--- config.mk ---
export PLATFORM = sky130hd
export DESIGN_NAME = gcdb_isqrt
export DESIGN_NICKNAME = d
export VERILOG_FILES = /design/src/hdl/gcdb_pkg.sv /design/src/hdl/gcdb_isqrt.sv
export SDC_FILE = /design/constraint.sdc
export NUM_CORES = 2
export LEC_CHECK = 0
export BUFFER_PORTS_ARGS = -buffer_cell sky130_fd_sc_hd__buf_2
export CAP_MARGIN = 10
export CORE_UTILIZATION = 41
export CTS_CLUSTER_SIZE = 28
export DETAILED_ROUTE_END_ITERATION = 8
export PLACE_DENSITY_LB_ADDON = 0.05
export SLEW_MARGIN = 20
export SYNTH_ARGS = -nofsm -noshare
export SYNTH_HDL_FRONTEND = slang
export SYNTH_SLANG_ARGS = --single-unit
--- constraint.sdc ---
create_clock -name i_clk -period 5.01 [get_ports i_clk]
set_input_delay 0.501 -clock i_clk [delete_from_list [all_inputs] [get_ports i_clk]]
set_output_delay 0.501 -clock i_clk [all_outputs]
set_load 0.05 [all_outputs]
--- src/hdl/gcdb_pkg.sv ---
package gcdb_pkg;

    // cordic iteration count, capped at one table length
    localparam int CORDIC_STEPS = 24;
    localparam int STEPS        = (CORDIC_STEPS > 32) ? 32 : CORDIC_STEPS;

    // number of result bits of the square root (radicand below 2^61)
    localparam int SQRT_BITS = 31;

    typedef logic signed [31:0] t_sc;   // sine / cosine, q2.30
    typedef logic signed [33:0] t_rxy;  // rotation cordic x / y
    typedef logic signed [33:0] t_ang;  // binary angle with headroom
    typedef logic signed [33:0] t_q;    // q4.30 product
    typedef logic signed [34:0] t_vin;  // vectoring cordic operand
    typedef logic signed [35:0] t_vx;   // vectoring cordic x / y

    localparam logic [30:0] DEG7_TO_BAM  = 31'd1281023894;
    localparam t_rxy        CORDIC_GAIN  = 34'sd652032874;
    localparam t_ang        QUARTER_TURN = 34'sd1073741824;
    localparam t_ang        HALF_TURN    = 34'sd2147483648;
    localparam t_vin        ONE_Q30      = 35'sd1073741824;
    localparam logic [31:0] CIRC_CM      = 32'd4000783471;
    localparam logic [31:0] TURN_DEG7    = 32'd3600000000;

    // atan(2^-i) in binary-angle units
    localparam logic [31:0] ATAN_BAM [32] = '{
        32'h20000000, 32'h12E4051E, 32'h09FB385B, 32'h051111D4, 32'h028B0D43,
        32'h0145D7E1, 32'h00A2F61E, 32'h00517C55, 32'h0028BE53, 32'h00145F2F,
        32'h000A2F98, 32'h000517CC, 32'h00028BE6, 32'h000145F3, 32'h0000A2FA,
        32'h0000517D, 32'h000028BE, 32'h0000145F, 32'h00000A30, 32'h00000518,
        32'h0000028C, 32'h00000146, 32'h000000A3, 32'h00000051, 32'h00000029,
        32'h00000014, 32'h0000000A, 32'h00000005, 32'h00000003, 32'h00000001,
        32'h00000001, 32'h00000000
    };

    // unit latencies
    localparam int LAT_ROT = STEPS + 2;
    localparam int LAT_SQ  = SQRT_BITS;
    localparam int LAT_VEC = STEPS + 1;

    // pipeline stage numbers, counted in register levels from the input transfer
    localparam int K_ROT_IN = 5;
    localparam int K_ROT    = K_ROT_IN + LAT_ROT;
    localparam int K_P4     = K_ROT + 4;
    localparam int K_SQ_IN  = K_P4 + 2;
    localparam int K_SQ     = K_SQ_IN + LAT_SQ;
    localparam int K_VEC    = K_SQ + LAT_VEC;
    localparam int K_END    = K_VEC + 4;

endpackage

--- src/hdl/gcdb_isqrt.sv ---
module gcdb_isqrt import gcdb_pkg::*; (
    input  logic        i_clk,
    input  logic        i_en,
    input  logic [60:0] i_rad,
    output logic [30:0] o_root
);

    logic [61:0] r_v [SQRT_BITS];
    logic [61:0] r_r [SQRT_BITS];

    // one result bit per stage, restoring form
    for (genvar j = 0; j < SQRT_BITS; j++) begin : g_bit
        localparam logic [61:0] BIT = 62'd1 << (60 - 2 * j);
        logic [61:0] v_in;
        logic [61:0] r_in;
        logic [61:0] trial;
        if (j == 0) begin : g_first
            assign v_in = {1'b0, i_rad};
            assign r_in = '0;
        end else begin : g_next
            assign v_in = r_v[j-1];
            assign r_in = r_r[j-1];
        end
        assign trial = r_in + BIT;
        always_ff @(posedge i_clk) begin
            if (i_en) begin
                if (v_in >= trial) begin
                    r_v[j] <= v_in - trial;
                    r_r[j] <= (r_in >> 1) + BIT;
                end else begin
                    r_v[j] <= v_in;
                    r_r[j] <= r_in >> 1;
                end
            end
        end
    end

    assign o_root = r_r[SQRT_BITS-1][30:0];

endmodule

==> impl_metrics.yaml <==
run_status:
  status: "finished, final reports clean"
placement:
  preCtsSetupSlack_ns: 0.7391
  io_buffers: 93
  gp_routability_congestion: 0.9020
  dp_hpwl_um: 249300
floorplanning:
  die_y_um: 530.4
  core_area_um2: 277000
  initial_core_util_pct: 41.33
  design.portCount: 94
  die_area_um2: 281300
  rows: 193
  chipWidth_um: 530.4
setup_path:
  reg2reg_setup_slack_ns: 0.61
  slowest_stage: "sky130_fd_sc_hd__a2111oi_2"
  crit_type: "flip-flop to flip-flop"
  slowest_cell_delay_on_critical_path_ns: 0.70
  worstSetupEndpointType: "flip-flop"
  critPathCapture: "r_v[1][804]"
  cell_count_of_the_worst_reg_to_reg_path: 12
  critical_path.startpoint_type: "flip-flop"
  crit_path_cell_trace: "inv_1 -> ha_1 -> nor2b_1 -> o31ai_1 -> a21oi_1 -> o21ai_0 -> a2111oi_2 -> nor3b_2 -> buf_4 -> nand3b_1 -> nor3_1 -> xor2_1"
  arrival_ns: 5.01
  r2r-end: "r_v[1][804]"
  req_time_crit_path_ns: 5.62
  worst_setup_path_startpoint: "r_r[1][688]"
  worst_r2r_startpoint: "r_r[1][688]"
  timing.critical_path.fanout_max: 8
power:
  fraction_of_power_consumed_by_the_clock_network_pct: 32.8
  report.power.total_mw: 59.69
  internal_power_mw: 41.25
  p_leak_nw: 47.61
  maximum_ir_drop_on_the_vdd_rail_mv: 0.2571
  power_frac_comb_pct: 21.3
  power.density_nw_per_um2: 462.5
  p_sw_mw: 18.44
  sw_frac_of_total_pct: 30.89
  sequential_power_share_pct: 45.9
timing:
  slew_viol_final: 0
  fin_setup_tns_ns: 0
  final_period_minus_worst_setup_slack_ns: 4.405
  finalHoldViolCount: 0
  final_clock_skew_ns: 0.06033
  max_freq_mhz: 227.0
  rsz0062_at_grt: "false"
  post-route-worst-setup-slack_ns: 0.6055
  hold_ws_ns: 0.1019
  measured_slew_at_the_worst_slew_check_pin_ns: 1.178
  report.final.setup_viol: 0
  timing.final.crit_share_pct: 87.91
  timing.max_slew.rel_slack_pct: 20.75
detailed_routing:
  ant_nets: 0
  routed_wirelength_um: 326400
  post_drt_wl_per_cell_um: 24.11
  vias_per_cell: 5.544
  total_via_count_after_detailed_routing: 75050
  detailedRoute.firstIterationViolations: 7278
  drt-pass1-iter-count: 6
  post-route-drc-count: 0
clocking:
  clock_insertion_delay_worst_skew_ns: 0.90
  numCtsBuffers: 273
  ctsRootBufferMaster: "sky130_fd_sc_hd__clkbuf_16"
  cts_repair_resize_count: 0
  cts.sink_count: 2356
  post_cts.repair.setup_buffers: 0
  clk_transition_reported_paths_ns: 0.06
  tritoncts_clock_tree: "built"
  clock_tree.htree_level_count: 5
  cts_max_path_buffers: 4
global_route:
  globalRouteMet1Util_pct: 34.50
  grt_use_total_pct: 22.88
  initial_antenna_violation_count: 20
  use_met3_pct: 3.546
  global_route.overflow_total: 0
  grt_start_max_net_pins: 140
  grt_pass1_wl_um: 478600
  gr_util_met2_pct: 34.26
  grt_busiest_layer: "met1"
  first_global_vias: 71760
logic_synthesis:
  syn_nets: 9879
  netlist_area_um2: 114500
  most_used_flip_flop_cell_after_synthesis: "sky130_fd_sc_hd__edfxtp_1"
  synth_seq_area_share_pct: 61.80
  postSynthRegisterBits: 2356
  gate_count_after_technology_mapping: 9293
  post_synth_num_cell_types: 95
  postSynth.asyncResetShare_pct: 0
  synth.avg_cell_area_um2: 12.32
  synthesis.yosys.warnings: 0
  synth-edff-count: 2356
run:
  max_cap_violations: 0
layout:
  most-common-layout-cells: "sky130_fd_sc_hd__edfxtp_1 (2356), sky130_fd_sc_hd__nand2_1 (695), sky130_fd_sc_hd__inv_1 (628), sky130_fd_sc_hd__nor2_1 (595), sky130_fd_sc_hd__a21oi_1 (526)"
  layout_commonest_cell: "sky130_fd_sc_hd__edfxtp_1"
  layout-drive-gt1-share_pct: 7.651
  finish.net_count: 10200
  layout.filler_cells: 24820
  syn_to_final_growth_pct: 12.75
  finish.utilization_pct: 46.60
worst_hold_path:
  hold_path.class: "input pin to flip-flop"
[flip-flops by register name, summed over array words and instances, names as in the netlist]
register,flops
r_r,496
r_v,1860
[power by group through the flow]
| stage | sequential (mW) | combinational (mW) | clock (mW) |
|---|---|---|---|
| after detailed placement | 27.7 | 12.5 | 0 |
| after global routing | 27.6 | 14.0 | 20.8 |
| final | 27.4 | 12.7 | 19.6 |
| after global placement | 27.8 | 12.5 | 0 |
| after floorplan | 26.5 | 8.86 | 0 |
| after CTS | 27.4 | 12.6 | 20.1 |
[how the worst min path moves through the flow]
stage                           start           to  slack [ns]  cells past startpoint
after CTS                        i_en  r_v[0][796]        0.06                      1
after global placement     r_v[1][78]  r_v[1][140]        0.42                      0
final                            i_en  r_v[0][796]        0.10                      1
after floorplan           r_v[0][625]  r_v[0][687]        0.42                      0
after global routing             i_en  r_v[0][796]        0.08                      1
after detailed placement   r_v[1][80]  r_v[1][142]        0.43                      0
[critical path, delay by kind of cell (launching register included)]
family / cells / cell delay [ns]
AOI/OAI and AO/OA: 4 / 1.40
xor gates and xnor gates: 1 / 0.38
adders and majority gates: 1 / 0.42
buffers and inverters: 2 / 0.30
DFF: 1 / 0.51
and+or+nand+nor: 4 / 1.14
[cell type report]
class | count | area [um2] | share of cell area [%]
Antenna cell | 3 | 7.507 | 0.005816
Clock buffer | 334 | 7188 | 5.569
Clock inverter | 159 | 1515 | 1.174
Inverter | 630 | 2365 | 1.832
Multi-Input combinational cell | 6092 | 40640 | 31.49
Sequential cell | 2356 | 70750 | 54.81
Tap cell | 3705 | 4636 | 3.592
Timing Repair Buffer | 258 | 1972 | 1.528
[kinds of logic after synthesis]
logic type | after synthesis | share of synthesized area, %
compound gates | 1708 | 9.119
simple gates | 2958 | 13.50
buf+inv | 845 | 2.801
xor+xnor | 830 | 6.350
mux | 73 | 0.7061
flops | 2356 | 61.80
fa+ha+maj | 523 | 5.717
[per-stage QoR]
stage,instance area [um2],cells
after floorplan,114500,9293
after global placement,119800,12980
after detailed placement,119800,12980
after CTS,129100,13530
after global routing,129100,13540
final,129100,13540
[cells in the mapped netlist (181+ instances only)]
library cell / instances / share of area [%]
sky130_fd_sc_hd__ha_1: 523 / 5.7
sky130_fd_sc_hd__a21o_1: 181 / 1.2
sky130_fd_sc_hd__nor2_1: 596 / 2.0
sky130_fd_sc_hd__nor4_1: 336 / 1.8
sky130_fd_sc_hd__xnor2_1: 428 / 3.3
sky130_fd_sc_hd__inv_1: 628 / 2.1
sky130_fd_sc_hd__xor2_1: 402 / 3.1
sky130_fd_sc_hd__a21oi_1: 526 / 2.3
sky130_fd_sc_hd__nor3_1: 263 / 1.1
sky130_fd_sc_hd__clkbuf_1: 192 / 0.63
sky130_fd_sc_hd__nand2_1: 695 / 2.3
sky130_fd_sc_hd__o21ai_0: 481 / 2.1
sky130_fd_sc_hd__edfxtp_1: 2356 / 62
[metal layers]
metal  share of wire (%)  up-vias
met1                  48    36970
li1                    -    35440
met3                 6.0      424
met2                  43     2214
met4                 2.4        4
met5               0.019        -
[what timing repair did]
item,CTS,global route
endpoints found under the hold margin,63,0
setup endpoints to repair,0,0
hold buffers,61,0
Note: power is estimated with default switching activity, not from simulation.
